File: config.mk
export PLATFORM = sky130hd
export DESIGN_NAME = taie_div
export DESIGN_NICKNAME = d
export VERILOG_FILES = /design/src/rtl/taie_pkg.sv /design/src/rtl/taie_div.sv
export SDC_FILE = /design/constraint.sdc
export NUM_CORES = 1
export LEC_CHECK = 0
export BUFFER_PORTS_ARGS = -buffer_cell sky130_fd_sc_hd__buf_2
export CORE_ASPECT_RATIO = 2
export CORE_MARGIN = 1
export CORE_UTILIZATION = 35
export CTS_BUF_LIST = sky130_fd_sc_hd__clkbuf_4 sky130_fd_sc_hd__clkbuf_8
export CTS_CLUSTER_SIZE = 16
export DETAILED_ROUTE_END_ITERATION = 16
export PLACE_DENSITY = 0.52
export REMOVE_ABC_BUFFERS = 1
export SYNTH_ARGS = -nofsm -noshare
export SYNTH_HDL_FRONTEND = slang
export SYNTH_SLANG_ARGS = --single-unit
export TNS_END_PERCENT = 10
File: constraint.sdc
create_clock -name clk -period 4.9 [get_ports clk]
set_input_delay 1.225 -clock clk [delete_from_list [all_inputs] [get_ports clk]]
set_output_delay 1.225 -clock clk [all_outputs]
set_load 0.01 [all_outputs]
File: src/rtl/taie_pkg.sv
// ----------------------------------------------------------------------------
// taie_pkg
// Opcodes, widths and shared types of the three-address execute unit.
// ----------------------------------------------------------------------------
package taie_pkg;

    localparam int unsigned DATA_W = 32;
    localparam int unsigned IDX_W  = 8;
    localparam int unsigned CMD_W  = 5;

    localparam logic [CMD_W-1:0] OP_ADD    = 5'd0;
    localparam logic [CMD_W-1:0] OP_SUB    = 5'd1;
    localparam logic [CMD_W-1:0] OP_MUL    = 5'd2;
    localparam logic [CMD_W-1:0] OP_DIV    = 5'd3;
    localparam logic [CMD_W-1:0] OP_MOD    = 5'd4;
    localparam logic [CMD_W-1:0] OP_SHL    = 5'd5;
    localparam logic [CMD_W-1:0] OP_SHR    = 5'd6;
    localparam logic [CMD_W-1:0] OP_EQ     = 5'd7;
    localparam logic [CMD_W-1:0] OP_NE     = 5'd8;
    localparam logic [CMD_W-1:0] OP_LT     = 5'd9;
    localparam logic [CMD_W-1:0] OP_LE     = 5'd10;
    localparam logic [CMD_W-1:0] OP_GT     = 5'd11;
    localparam logic [CMD_W-1:0] OP_GE     = 5'd12;
    localparam logic [CMD_W-1:0] OP_AND    = 5'd13;
    localparam logic [CMD_W-1:0] OP_OR     = 5'd14;
    localparam logic [CMD_W-1:0] OP_XOR    = 5'd15;
    localparam logic [CMD_W-1:0] OP_LAND   = 5'd16;
    localparam logic [CMD_W-1:0] OP_LOR    = 5'd17;
    localparam logic [CMD_W-1:0] OP_LNOT   = 5'd18;
    localparam logic [CMD_W-1:0] OP_BNOT   = 5'd19;
    localparam logic [CMD_W-1:0] OP_LBL    = 5'd20;
    localparam logic [CMD_W-1:0] OP_JMP    = 5'd21;
    localparam logic [CMD_W-1:0] OP_JTRUE  = 5'd22;
    localparam logic [CMD_W-1:0] OP_JFALSE = 5'd23;
    localparam logic [CMD_W-1:0] OP_COPY   = 5'd24;
    localparam logic [CMD_W-1:0] OP_PRN    = 5'd25;
    localparam logic [CMD_W-1:0] OP_END    = 5'd26;
    localparam logic [CMD_W-1:0] OP_SETVAR = 5'd27;

    typedef struct packed {
        logic [DATA_W-1:0] immediate;
        logic [IDX_W-1:0]  dest;
        logic [IDX_W-1:0]  src_b;
        logic [IDX_W-1:0]  src_a;
        logic [CMD_W-1:0]  cmd;
    } instr_t;

    typedef struct packed {
        logic              arith_error;
        logic              halt;
        logic [DATA_W-1:0] print_value;
        logic              print_valid;
        logic [IDX_W-1:0]  target_label;
        logic              branch_taken;
    } result_t;

    typedef struct packed {
        logic start;
        logic is_mod;
    } div_ctl_t;

    typedef struct packed {
        logic              done;
        logic              err;
        logic [DATA_W-1:0] value;
    } div_sts_t;

endpackage

File: src/rtl/taie_div.sv
// ----------------------------------------------------------------------------
// taie_div
// Radix-2 restoring signed divider, one quotient bit per cycle.
// ----------------------------------------------------------------------------
module taie_div (
    input  logic                      clk,
    input  logic                      rst_n,
    input  taie_pkg::div_ctl_t        ctl,
    input  logic [taie_pkg::DATA_W-1:0] a,
    input  logic [taie_pkg::DATA_W-1:0] b,
    output taie_pkg::div_sts_t        sts
);
    import taie_pkg::*;

    logic              busy_reg, busy_next;
    logic [5:0]        cnt_reg, cnt_next;
    logic [DATA_W-1:0] q_reg, q_next;
    logic [DATA_W-1:0] r_reg, r_next;
    logic [DATA_W-1:0] d_reg, d_next;
    logic              qneg_reg, qneg_next;
    logic              rneg_reg, rneg_next;
    logic              mod_reg, mod_next;
    logic              done_reg, done_next;
    logic              err_reg, err_next;
    logic [DATA_W-1:0] val_reg, val_next;

    logic [DATA_W:0]   trial;
    logic [DATA_W:0]   diff;
    logic [DATA_W-1:0] qres, rres;

    always_comb
    begin
        trial = {r_reg, q_reg[DATA_W-1]};
        diff  = trial - {1'b0, d_reg};
        qres  = qneg_reg ? (~q_reg + 1'b1) : q_reg;
        rres  = rneg_reg ? (~r_reg + 1'b1) : r_reg;
    end

    always_comb
    begin
        busy_next = busy_reg;
        cnt_next  = cnt_reg;
        q_next    = q_reg;
        r_next    = r_reg;
        d_next    = d_reg;
        qneg_next = qneg_reg;
        rneg_next = rneg_reg;
        mod_next  = mod_reg;
        done_next = 1'b0;
        err_next  = err_reg;
        val_next  = val_reg;
        if (ctl.start)
        begin
            if (b == '0 || (a == {1'b1, {(DATA_W-1){1'b0}}} && b == '1))
            begin
                done_next = 1'b1;
                err_next  = 1'b1;
            end
            else
            begin
                busy_next = 1'b1;
                cnt_next  = 6'(DATA_W);
                q_next    = a[DATA_W-1] ? (~a + 1'b1) : a;
                d_next    = b[DATA_W-1] ? (~b + 1'b1) : b;
                r_next    = '0;
                qneg_next = a[DATA_W-1] ^ b[DATA_W-1];
                rneg_next = a[DATA_W-1];
                mod_next  = ctl.is_mod;
                err_next  = 1'b0;
            end
        end
        else if (busy_reg)
        begin
            if (cnt_reg == '0)
            begin
                busy_next = 1'b0;
                done_next = 1'b1;
                val_next  = mod_reg ? rres : qres;
            end
            else
            begin
                cnt_next = cnt_reg - 1'b1;
                if (!diff[DATA_W])
                begin
                    r_next = diff[DATA_W-1:0];
                    q_next = {q_reg[DATA_W-2:0], 1'b1};
                end
                else
                begin
                    r_next = trial[DATA_W-1:0];
                    q_next = {q_reg[DATA_W-2:0], 1'b0};
                end
            end
        end
    end

    always_ff @(posedge clk or negedge rst_n)
    begin
        if (!rst_n)
        begin
            busy_reg <= 1'b0;
            done_reg <= 1'b0;
            cnt_reg  <= '0;
        end
        else
        begin
            busy_reg <= busy_next;
            done_reg <= done_next;
            cnt_reg  <= cnt_next;
        end
    end

    always_ff @(posedge clk)
    begin
        q_reg    <= q_next;
        r_reg    <= r_next;
        d_reg    <= d_next;
        qneg_reg <= qneg_next;
        rneg_reg <= rneg_next;
        mod_reg  <= mod_next;
        err_reg  <= err_next;
        val_reg  <= val_next;
    end

    assign sts.done  = done_reg;
    assign sts.err   = err_reg;
    assign sts.value = val_reg;

endmodule

# Word-level counts from Yosys, hierarchy flattened
# Cells that the tools add are included.
# totals
regBits	140
output_inout_bits	34
# classes
addsub	6
eq_ne	4
mux	27
n_bitwise	7
reduce_logical	8
# op_table
op	n
two-way mux 32 bit	13
adder 32 x 1 -> 32 bit, second input constant	4
inverter 32 bit	4
equality test 32 bit, second input constant	2
subtractor 33 x 32 -> 33 bit	1
logical NOT 32 bit	1
two-way mux 31 bit	1
two-way mux 6 bit	4
two-way mux 1 bit	9
logical NOT 6 bit	1
AND reduction 3 bit	2
subtractor 6 x 1 -> 6 bit, second input constant	1
inequality test 2 bit, second input constant	2
inverter 1 bit	2
AND reduction 2 bit	1
nonzero test 2 bit	1
logical AND 1 bit	1
logical OR 1 bit	1
bitwise XOR 1 bit	1

# Logic depth before layout (Yosys ltp)
# Gate-level depths: netlist of the first run.
# depth
ltp_word	5
mapped_depth	14
depth_no_buf	12

# Worst setup path after synthesis of the first run
# No wires, ideal clock.
# synth_timing
kind	input-to-reg
from	in b[13] in the netlist's numbering
to	reg cnt_reg[5]
setup_time_ns	0.122
t_arrival_ns	4.531
t_required_ns	4.778
path_slack_ns	0.247
path_stages	9
n_path_buf	0
cell_sequence	or4_4 or4_4 or4_4 or3_4 o32ai_4 nor2_4 nor2b_4 inv_2 o22a_1
# synth_via
elab_chain_cells	5
# synth_lines
element	line	rtl
start, declared	taie_div.sv:10	input logic [taie_pkg::DATA_W-1:0] b,
equality test 32 bit	taie_div.sv:54	if (b == '0 || (a == {1'b1, {(DATA_W-1){1'b0}}} && b == '1))
logical AND 1 bit	taie_div.sv:54	
logical OR 1 bit (*)	taie_div.sv:54	
inequality test 2 bit (no source line) (*)	-	
AND reduction 3 bit (no source line) (*)	-	
end signal, assigned	taie_div.sv:109	cnt_reg <= cnt_next;
end, declared	taie_div.sv:16	logic [5:0] cnt_reg, cnt_next;
# Every way passes the cells marked *; elsewhere a longest branch is shown, timed or not.
# A chain may end at the register's enable or synchronous reset.

# Worst setup path in the final report of the first run
# layout_timing
from	reg q_reg[31]
to	reg r_reg[8] (data pin)
# layout_via
elab_chain_cells	5
# layout_lines
element	line	rtl
start, declared	taie_div.sv:17	logic [DATA_W-1:0] q_reg, q_next;
start signal, assigned	taie_div.sv:115	q_reg <= q_next;
subtractor 33 x 32 -> 33 bit	taie_div.sv:34	diff = trial - {1'b0, d_reg};
two-way mux 32 bit	taie_div.sv:83	if (!diff[DATA_W])
two-way mux 32 bit	taie_div.sv:74	if (cnt_reg == '0)
two-way mux 32 bit	taie_div.sv:72	else if (busy_reg)
two-way mux 32 bit	taie_div.sv:52	if (ctl.start)
end signal, assigned	taie_div.sv:116	r_reg <= r_next;
end, declared	taie_div.sv:18	logic [DATA_W-1:0] r_reg, r_next;
# No other way between the ends. The select of a mux whose other input is x is not followed.

==> qor.yml, run 1 <==
clock_tree:
  cts.path.max_buffers: 2
  count_of_buffers_added_by_post_cts_timing_repair_for_setup: 0
  clock_tree_from_tritoncts: "yes"
  cts-resized-gates: 0
  cts.reportedPaths.clkPinSlew_ns: 0.09
  worst_skew_pair.late_latency_ns: 0.47
  clock_root_buffer_master: "sky130_fd_sc_hd__clkbuf_8"
  clock-sinks: 140
  cts_made_buffers: 17
  ctsHtreeMaxLevel: 4
  cts_hold_repair.buffers: 0
synth:
  synth.ff_latch_count: 140
  synth_edf_count: 132
  synth_sequential_area_ratio_pct: 42.4
  syn_inst: 1067
  average_cell_area_after_synthesis_um2: 9.21
  post_synth_instance_area_um2: 9830
  yosysTopAreaCellShare_pct: 40.3
  synth-main-ff-cell: "sky130_fd_sc_hd__edfxtp_1"
  synth_warnings: 0
  synth_cell_types: 58
  synth_largest_area_cell: "sky130_fd_sc_hd__edfxtp_1"
  async_flop_share_pct: 5.71
  yosys-top-cells-area: "sky130_fd_sc_hd__edfxtp_1 (40%), sky130_fd_sc_hd__xnor2_1 (6.8%), sky130_fd_sc_hd__xor2_1 (6.3%)"
die:
  die_area_um2: 28800
  die_w_um: 120
  core.rowCount: 86
  placeableCoreArea_um2: 27500
  die_height_um: 239
  start_util_pct: 35.7
  pin_count: 102
final_layout:
  layout.nets: 1262
  drive_above_1_share_pct: 14.0
  most-common-layout-cells: "sky130_fd_sc_hd__nand2_1 (137), sky130_fd_sc_hd__edfxtp_1 (132), sky130_fd_sc_hd__a21oi_1 (103)"
  finalNonFillerCells: 1520
  final-seq-area_um2: 4160
  final_common_cell: "sky130_fd_sc_hd__nand2_1"
  num-fill-cells: 2812
  layout-area-overhead-vs-synth_pct: 13.8
  total_area_of_multi_input_combinational_cells_um2: 5310
placement:
  numPlacedInstances: 1487
  numPortBuffers: 101
  globalplace.congestion: 0.862
  dp.final_hpwl_mm: 19.8
global_routing:
  grt.overflow.total: 0
  grt_use_total_pct: 18.4
  busiest_layer: "met2"
  antenna_violations_before_repair: 1
  groute.layer.met3.usage_pct: 2.36
  met2_usage_pct: 34.8
  groute.layer.met1.usage_pct: 19.8
  grt_first_pass_wirelength_mm: 40.8
  first_global_vias: 7938
  grt_start_max_net_pins: 100
power:
  leakagePower_uw: 0.00433
  power_switching_share_pct: 40.1
  irDropWorstVdd_mv: 0.208
  cellInternalPower_uw: 3360
  total_switching_power_uw: 2250
  fin_total_pwr_uw: 5600
  pwr-share-seq_pct: 35.4
  power_frac_clock_pct: 20.2
  power.share.combinational_pct: 44.4
  pwr_density_cell_nw_per_um2: 501
routing:
  drc_errors: 0
  routed_via_count_divided_by_cell_count: 5.26
  routed_wl_mm: 25.7
  ant_nets: 0
  post_drt_wl_per_cell_um: 16.9
  drt_iter0_drc: 447
  first_pass_iters: 5
  total_via_count_in_the_routed_design: 7990
timing:
  timing_hold_violations_final: 0
  timing.clock.skew_ns: 0.0145
  min_period_over_period_pct: 82.8
  summed_negative_setup_slack_over_all_endpoints_ns: 0
  fin_worst_hold_slack_ns: 0.541
  max-slew-margin-rel_pct: 30.2
  drv_slew: 0
  clock.fmax_mhz: 247
  grt_setup_unrepaired: "no"
  finalSetupViolCount: 0
  period_minus_slack_ns: 4.06
  worst-slew-pin-transition_ns: 1.05
worst_setup_path:
  crit_buf_inv: 2
  critPathRequiredTime_ns: 5.19
  timing.critical_path.from_type: "register"
  worst_path_largest_cell_delay_ns: 0.49
  worstPathMaxFanout: 24
  crit_path_top_delay_cell: "sky130_fd_sc_hd__o21ai_0"
  crit_path_end_kind: "register"
  crit_family: "compound AO/OA/AOI/OAI gates"
  cp_data_arrival_time_ns: 4.35
  worstPathCellList: "inv_1 > ha_1 > fa_1 > nand2b_1 > a21oi_1 > o211ai_1 > a211oi_1 > nor2_1 > o21ai_0 > xor2_2 > buf_4 > nor2_1 > a211oi_1"
  timing_worst_setup_path_type: "reg -> reg"
min_path:
  min_path_type: "reg -> reg"
job:
  cap_violations: 0
status:
  outcome: "finished, final reports clean"
stage by stage:
stage	setup WS [ns]	utilization, %	area (µm²)
6_report	0.844	40.6	11200
4_1_cts	0.762	40.6	11200
3_5_place_dp	0.362	38.9	10700
5_1_grt	0.405	40.6	11200
2_1_floorplan	0.247	-	9650
3_3_place_gp	0.404	38.9	10700
area by class of cell:
cell class / count / area share [%]
timing repair buffer: 112 / 5.37
multi-input combinational: 830 / 47.5
sequential: 140 / 37.2
tap: 352 / 3.94
clock buffer: 19 / 2.23
clock inverter: 13 / 1.97
inverter: 53 / 1.78
antenna: 1 / 0.0224
cell usage after synthesis, types with 6 or more instances:
cell	n
sky130_fd_sc_hd__a211oi_1	8
sky130_fd_sc_hd__a21o_1	13
sky130_fd_sc_hd__a21oi_1	103
sky130_fd_sc_hd__buf_1	6
sky130_fd_sc_hd__clkbuf_1	36
sky130_fd_sc_hd__dfrtp_1	8
sky130_fd_sc_hd__edfxtp_1	132
sky130_fd_sc_hd__ha_1	39
sky130_fd_sc_hd__inv_1	52
sky130_fd_sc_hd__nand2_1	137
sky130_fd_sc_hd__nand2b_1	14
sky130_fd_sc_hd__nand3_1	18
sky130_fd_sc_hd__nand4_1	14
sky130_fd_sc_hd__nor2_1	74
sky130_fd_sc_hd__nor3_1	17
sky130_fd_sc_hd__nor4_1	8
sky130_fd_sc_hd__o21ai_0	79
sky130_fd_sc_hd__o31ai_1	36
sky130_fd_sc_hd__o41ai_1	18
sky130_fd_sc_hd__or2_2	7
sky130_fd_sc_hd__or3_1	21
sky130_fd_sc_hd__or4_1	15
sky130_fd_sc_hd__xnor2_1	76
sky130_fd_sc_hd__xor2_1	71
worst register-to-register path: stages, from the launching register on:
cell                       delay [ns]
sky130_fd_sc_hd__edfxtp_1        0.45
sky130_fd_sc_hd__inv_1           0.07
sky130_fd_sc_hd__ha_1            0.24
sky130_fd_sc_hd__fa_1            0.40
sky130_fd_sc_hd__nand2b_1        0.21
sky130_fd_sc_hd__a21oi_1         0.23
sky130_fd_sc_hd__o211ai_1        0.25
sky130_fd_sc_hd__a211oi_1        0.40
sky130_fd_sc_hd__nor2_1          0.13
sky130_fd_sc_hd__o21ai_0         0.49
sky130_fd_sc_hd__xor2_2          0.39
sky130_fd_sc_hd__buf_4           0.34
sky130_fd_sc_hd__nor2_1          0.07
sky130_fd_sc_hd__a211oi_1        0.20
final timing paths:
kind                                 startpoint                     end  slack [ns]  depth (start not counted)
setup / recovery            q_reg[31]$_DFFE_PP_  r_reg[8]$_SDFFCE_PP0P_        0.84                         13
hold / removal             busy_reg$_DFFE_PN0P_    busy_reg$_DFFE_PN0P_        0.54                          2
setup reg to reg            q_reg[31]$_DFFE_PP_  r_reg[8]$_SDFFCE_PP0P_        0.84                         13
hold reg to reg            busy_reg$_DFFE_PN0P_    busy_reg$_DFFE_PN0P_        0.54                          2
max in group asynchronous                 rst_n  cnt_reg[0]$_DFFE_PN0P_        4.14                          1
min in group asynchronous                 rst_n  cnt_reg[1]$_DFFE_PN0P_        0.58                          1
power groups by stage:
stage | logic [µW] | registers, µW | clock network [µW]
global route | 2800 | 2030 | 1200
detailed placement | 2490 | 2010 | 0
CTS | 2500 | 1980 | 1160
floorplan | 1860 | 1900 | 0
global placement | 2480 | 2000 | 0
finish | 2490 | 1980 | 1130
metal layers:
metal	wire, µm	vias up
li1	-	4046
met5	0	-
met1	10100	3727
met4	810	0
met3	713	47
met2	14100	170
kinds of logic after synthesis:
kind of cell | after synthesis | share of synthesized area (%)
mux | 4 | 0.407
simple gates | 351 | 17.2
flops | 140 | 42.4
fa+ha+maj | 40 | 5.17
compound gates | 288 | 17.9
buf+inv | 97 | 3.78
xor+xnor | 147 | 13.1
Power figures use the tool's default switching activity.
==> run 2, diff against run 1 <==
--- a/config.mk
+++ b/config.mk
@@ -5,6 +5,7 @@
 export SDC_FILE = /design/constraint.sdc
 export NUM_CORES = 1
 export LEC_CHECK = 0
+export ABC_AREA = 1
 export BUFFER_PORTS_ARGS = -buffer_cell sky130_fd_sc_hd__buf_2
 export CORE_ASPECT_RATIO = 2
 export CORE_MARGIN = 1
@@ -12,7 +13,7 @@
 export CTS_BUF_LIST = sky130_fd_sc_hd__clkbuf_4 sky130_fd_sc_hd__clkbuf_8
 export CTS_CLUSTER_SIZE = 16
 export DETAILED_ROUTE_END_ITERATION = 16
-export PLACE_DENSITY = 0.52
+export PLACE_DENSITY = 0.51
 export REMOVE_ABC_BUFFERS = 1
 export SYNTH_ARGS = -nofsm -noshare
 export SYNTH_HDL_FRONTEND = slang
==> constraint.sdc (replaced) <==
create_clock -name clk -period 3.9 [get_ports clk]
set_input_delay 0.975 -clock clk [delete_from_list [all_inputs] [get_ports clk]]
set_output_delay 0.975 -clock clk [all_outputs]
set_load 0.01 [all_outputs]
==> qor.yml, run 2 <==
status:
  outcome: "finished, final reports clean"
global_routing:
  grt_start_max_net_pins: 65
  grt_first_pass_wirelength_mm: 60.4
  antenna_violations_before_repair: 1
  first_global_vias: 11498
  grt.overflow.total: 0
  grt_use_total_pct: 22.7
clock_tree:
  clock-sinks: 140
  clock_tree_from_tritoncts: "yes"
  cts.path.max_buffers: 2
  cts_made_buffers: 17
  cts.reportedPaths.clkPinSlew_ns: 0.10
  ctsHtreeMaxLevel: 4
  count_of_buffers_added_by_post_cts_timing_repair_for_setup: 0
  cts_hold_repair.buffers: 0
  cts-resized-gates: 0
  clock_root_buffer_master: "sky130_fd_sc_hd__clkbuf_8"
  worst_skew_pair.late_latency_ns: 0.52
timing:
  worst-slew-pin-transition_ns: 1.02
  timing.clock.skew_ns: 0.0179
  min_period_over_period_pct: 79.1
  timing_hold_violations_final: 0
  final_critical_path_setup_slack_ns: 0.815
  grt_setup_unrepaired: "no"
  clock.fmax_mhz: 324
  finalSetupViolCount: 0
  fin_worst_hold_slack_ns: 0.279
  period_minus_slack_ns: 3.08
  max-slew-margin-rel_pct: 31.6
  summed_negative_setup_slack_over_all_endpoints_ns: 0
  drv_slew: 0
routing:
  drt_iter0_drc: 678
  routed_via_count_divided_by_cell_count: 4.87
  ant_nets: 0
  first_pass_iters: 5
  drc_errors: 0
  post_drt_wl_per_cell_um: 16.2
  total_via_count_in_the_routed_design: 11613
  routed_wl_mm: 38.6
final_layout:
  finalNonFillerCells: 2384
  layout-area-overhead-vs-synth_pct: 11.8
  total_area_of_multi_input_combinational_cells_um2: 6530
  final_common_cell: "sky130_fd_sc_hd__nand2_1"
  final-seq-area_um2: 4160
  most-common-layout-cells: "sky130_fd_sc_hd__nand2_1 (532), sky130_fd_sc_hd__inv_1 (309), sky130_fd_sc_hd__nor2_1 (233)"
  num-fill-cells: 3742
  layout.nets: 2042
  drive_above_1_share_pct: 9.71
die:
  die_w_um: 133
  core.rowCount: 95
  die_height_um: 265
  pin_count: 102
  die_area_um2: 35300
  start_util_pct: 35.7
  placeableCoreArea_um2: 33800
worst_setup_path:
  worstPathMaxFanout: 17
  regToRegEndpoint: "r_reg[0]$_SDFFCE_PP0P_"
  critPathLaunch: "q_reg[31]$_DFFE_PP_"
  timing_worst_setup_path_type: "reg -> reg"
  crit_path_end_kind: "register"
  critPathRequiredTime_ns: 4.18
  worstRegToRegCells: 15
  reg2reg_setup_slack_ns: 0.82
  timing.critical_path.from_type: "register"
  crit-reg2reg-launch: "q_reg[31]$_DFFE_PP_"
  cp_data_arrival_time_ns: 3.37
power:
  irDropWorstVdd_mv: 0.253
  leakagePower_uw: 0.00675
  fin_total_pwr_uw: 7830
  pwr_density_cell_nw_per_um2: 581
synth:
  synth-main-ff-cell: "sky130_fd_sc_hd__edfxtp_1"
  synth_cell_types: 44
  average_cell_area_after_synthesis_um2: 6.56
  syn_inst: 1839
  yosys-top-cells-area: "sky130_fd_sc_hd__edfxtp_1 (33%), sky130_fd_sc_hd__nand2_1 (17%), sky130_fd_sc_hd__inv_1 (9.6%)"
  synth_largest_area_cell: "sky130_fd_sc_hd__edfxtp_1"
  commonest_cells_post_synth: "sky130_fd_sc_hd__nand2_1 (533), sky130_fd_sc_hd__inv_1 (310), sky130_fd_sc_hd__nor2_1 (234)"
  yosysMostFrequentCell: "sky130_fd_sc_hd__nand2_1"
  synth_edf_count: 132
  async_flop_share_pct: 5.71
  yosysTopAreaCellShare_pct: 32.9
  synth_sequential_area_ratio_pct: 34.5
  synth_warnings: 0
  post_synth_instance_area_um2: 12100
  synth.ff_latch_count: 140
placement:
  numPlacedInstances: 2351
  globalplace.congestion: 0.917
  numPortBuffers: 101
  place_worst_setup_slack_ns: 0.704
  dp.final_hpwl_mm: 32.0
job:
  cap_violations: 0
min_path:
  min_path_type: "in -> async"
-- run 2: cell types whose count changed after synthesis, moves of 20 or more --
| cell | change |
|---|---|
| sky130_fd_sc_hd__nand2_1 | +396 |
| sky130_fd_sc_hd__xor2_1 | -26 |
| sky130_fd_sc_hd__o21ai_0 | +27 |
| sky130_fd_sc_hd__xnor2_1 | -68 |
| sky130_fd_sc_hd__or3_1 | -21 |
| sky130_fd_sc_hd__nor3_1 | +20 |
| sky130_fd_sc_hd__a21oi_1 | -44 |
| sky130_fd_sc_hd__o31ai_1 | -31 |
| sky130_fd_sc_hd__nand3_1 | +147 |
| sky130_fd_sc_hd__nor2_1 | +160 |
| sky130_fd_sc_hd__inv_1 | +258 |
-- run 2: power breakdown --
part           switching (µW)  total (µW)  leakage (µW)  internal, µW
clock                     667        1300      0.000216           628
combinational            2740        4100       0.00513          1360
sequential                379        2440       0.00141          2060
total                    3780        7830       0.00675          4050
-- run 2: stage by stage --
step	cell area (µm²)	utilization, %
after floorplan	11900	-
after global placement	13100	38.7
after detailed placement	13100	38.7
after CTS	13500	40.0
after global routing	13500	40.0
final	13500	40.0
-- run 2: area by class of cell --
type | instances | share of cell area [%]
tap | 436 | 4.04
antenna | 1 | 0.0186
timing repair buffer | 117 | 4.82
multi-input combinational | 1345 | 48.4
inverter | 313 | 8.71
sequential | 140 | 30.9
clock inverter | 12 | 1.13
clock buffer | 20 | 1.99
-- run 2: cells by family after synthesis --
| family | count (synthesis) | synth area share, % |
|---|---|---|
| AND/OR/NAND/NOR | 1050 | 37.1 |
| buffers and inverters | 354 | 11.4 |
| AO/OA/AOI/OAI | 202 | 8.91 |
| flip-flops | 140 | 34.5 |
| XOR/XNOR | 53 | 3.85 |
| adder cells (fa/ha/maj) | 40 | 4.21 |
-- run 2: how the worst max path moves through the flow --
stage | cells past startpoint | slack (ns) | endpoint
floorplan | 3 | -0.48 | q_reg[0]$_DFFE_PP_
global placement | 9 | 0.75 | q_reg[30]$_DFFE_PP_
detailed placement | 9 | 0.70 | q_reg[30]$_DFFE_PP_
CTS | 15 | 0.72 | r_reg[0]$_SDFFCE_PP0P_
global route | 15 | 0.58 | r_reg[0]$_SDFFCE_PP0P_
finish | 15 | 0.82 | r_reg[0]$_SDFFCE_PP0P_
-- run 2: layer usage --
| metal | share of wire [%] | vias up | global-route usage, % |
|---|---|---|---|
| met5 | 0 | - | 0 |
| met1 | 36 | 5196 | 21.8 |
| li1 | - | 6090 | - |
| met2 | 56 | 238 | 45.2 |
| met4 | 4.9 | 0 | 12.8 |
| met3 | 2.4 | 89 | 2.68 |
-- run 2: worst max-delay path, cell delays in order (launching register included) --
cell,delay (ns)
sky130_fd_sc_hd__edfxtp_1,0.46
sky130_fd_sc_hd__inv_1,0.22
sky130_fd_sc_hd__ha_1,0.29
sky130_fd_sc_hd__fa_1,0.40
sky130_fd_sc_hd__inv_1,0.13
sky130_fd_sc_hd__nand2_1,0.06
sky130_fd_sc_hd__nand2_1,0.08
sky130_fd_sc_hd__nand3_1,0.09
sky130_fd_sc_hd__nand2_2,0.13
sky130_fd_sc_hd__nand2_2,0.08
sky130_fd_sc_hd__nand2_2,0.11
sky130_fd_sc_hd__nand2_4,0.09
sky130_fd_sc_hd__nand3_4,0.20
sky130_fd_sc_hd__nand2_4,0.18
sky130_fd_sc_hd__nor2_1,0.24
sky130_fd_sc_hd__nor2_1,0.09
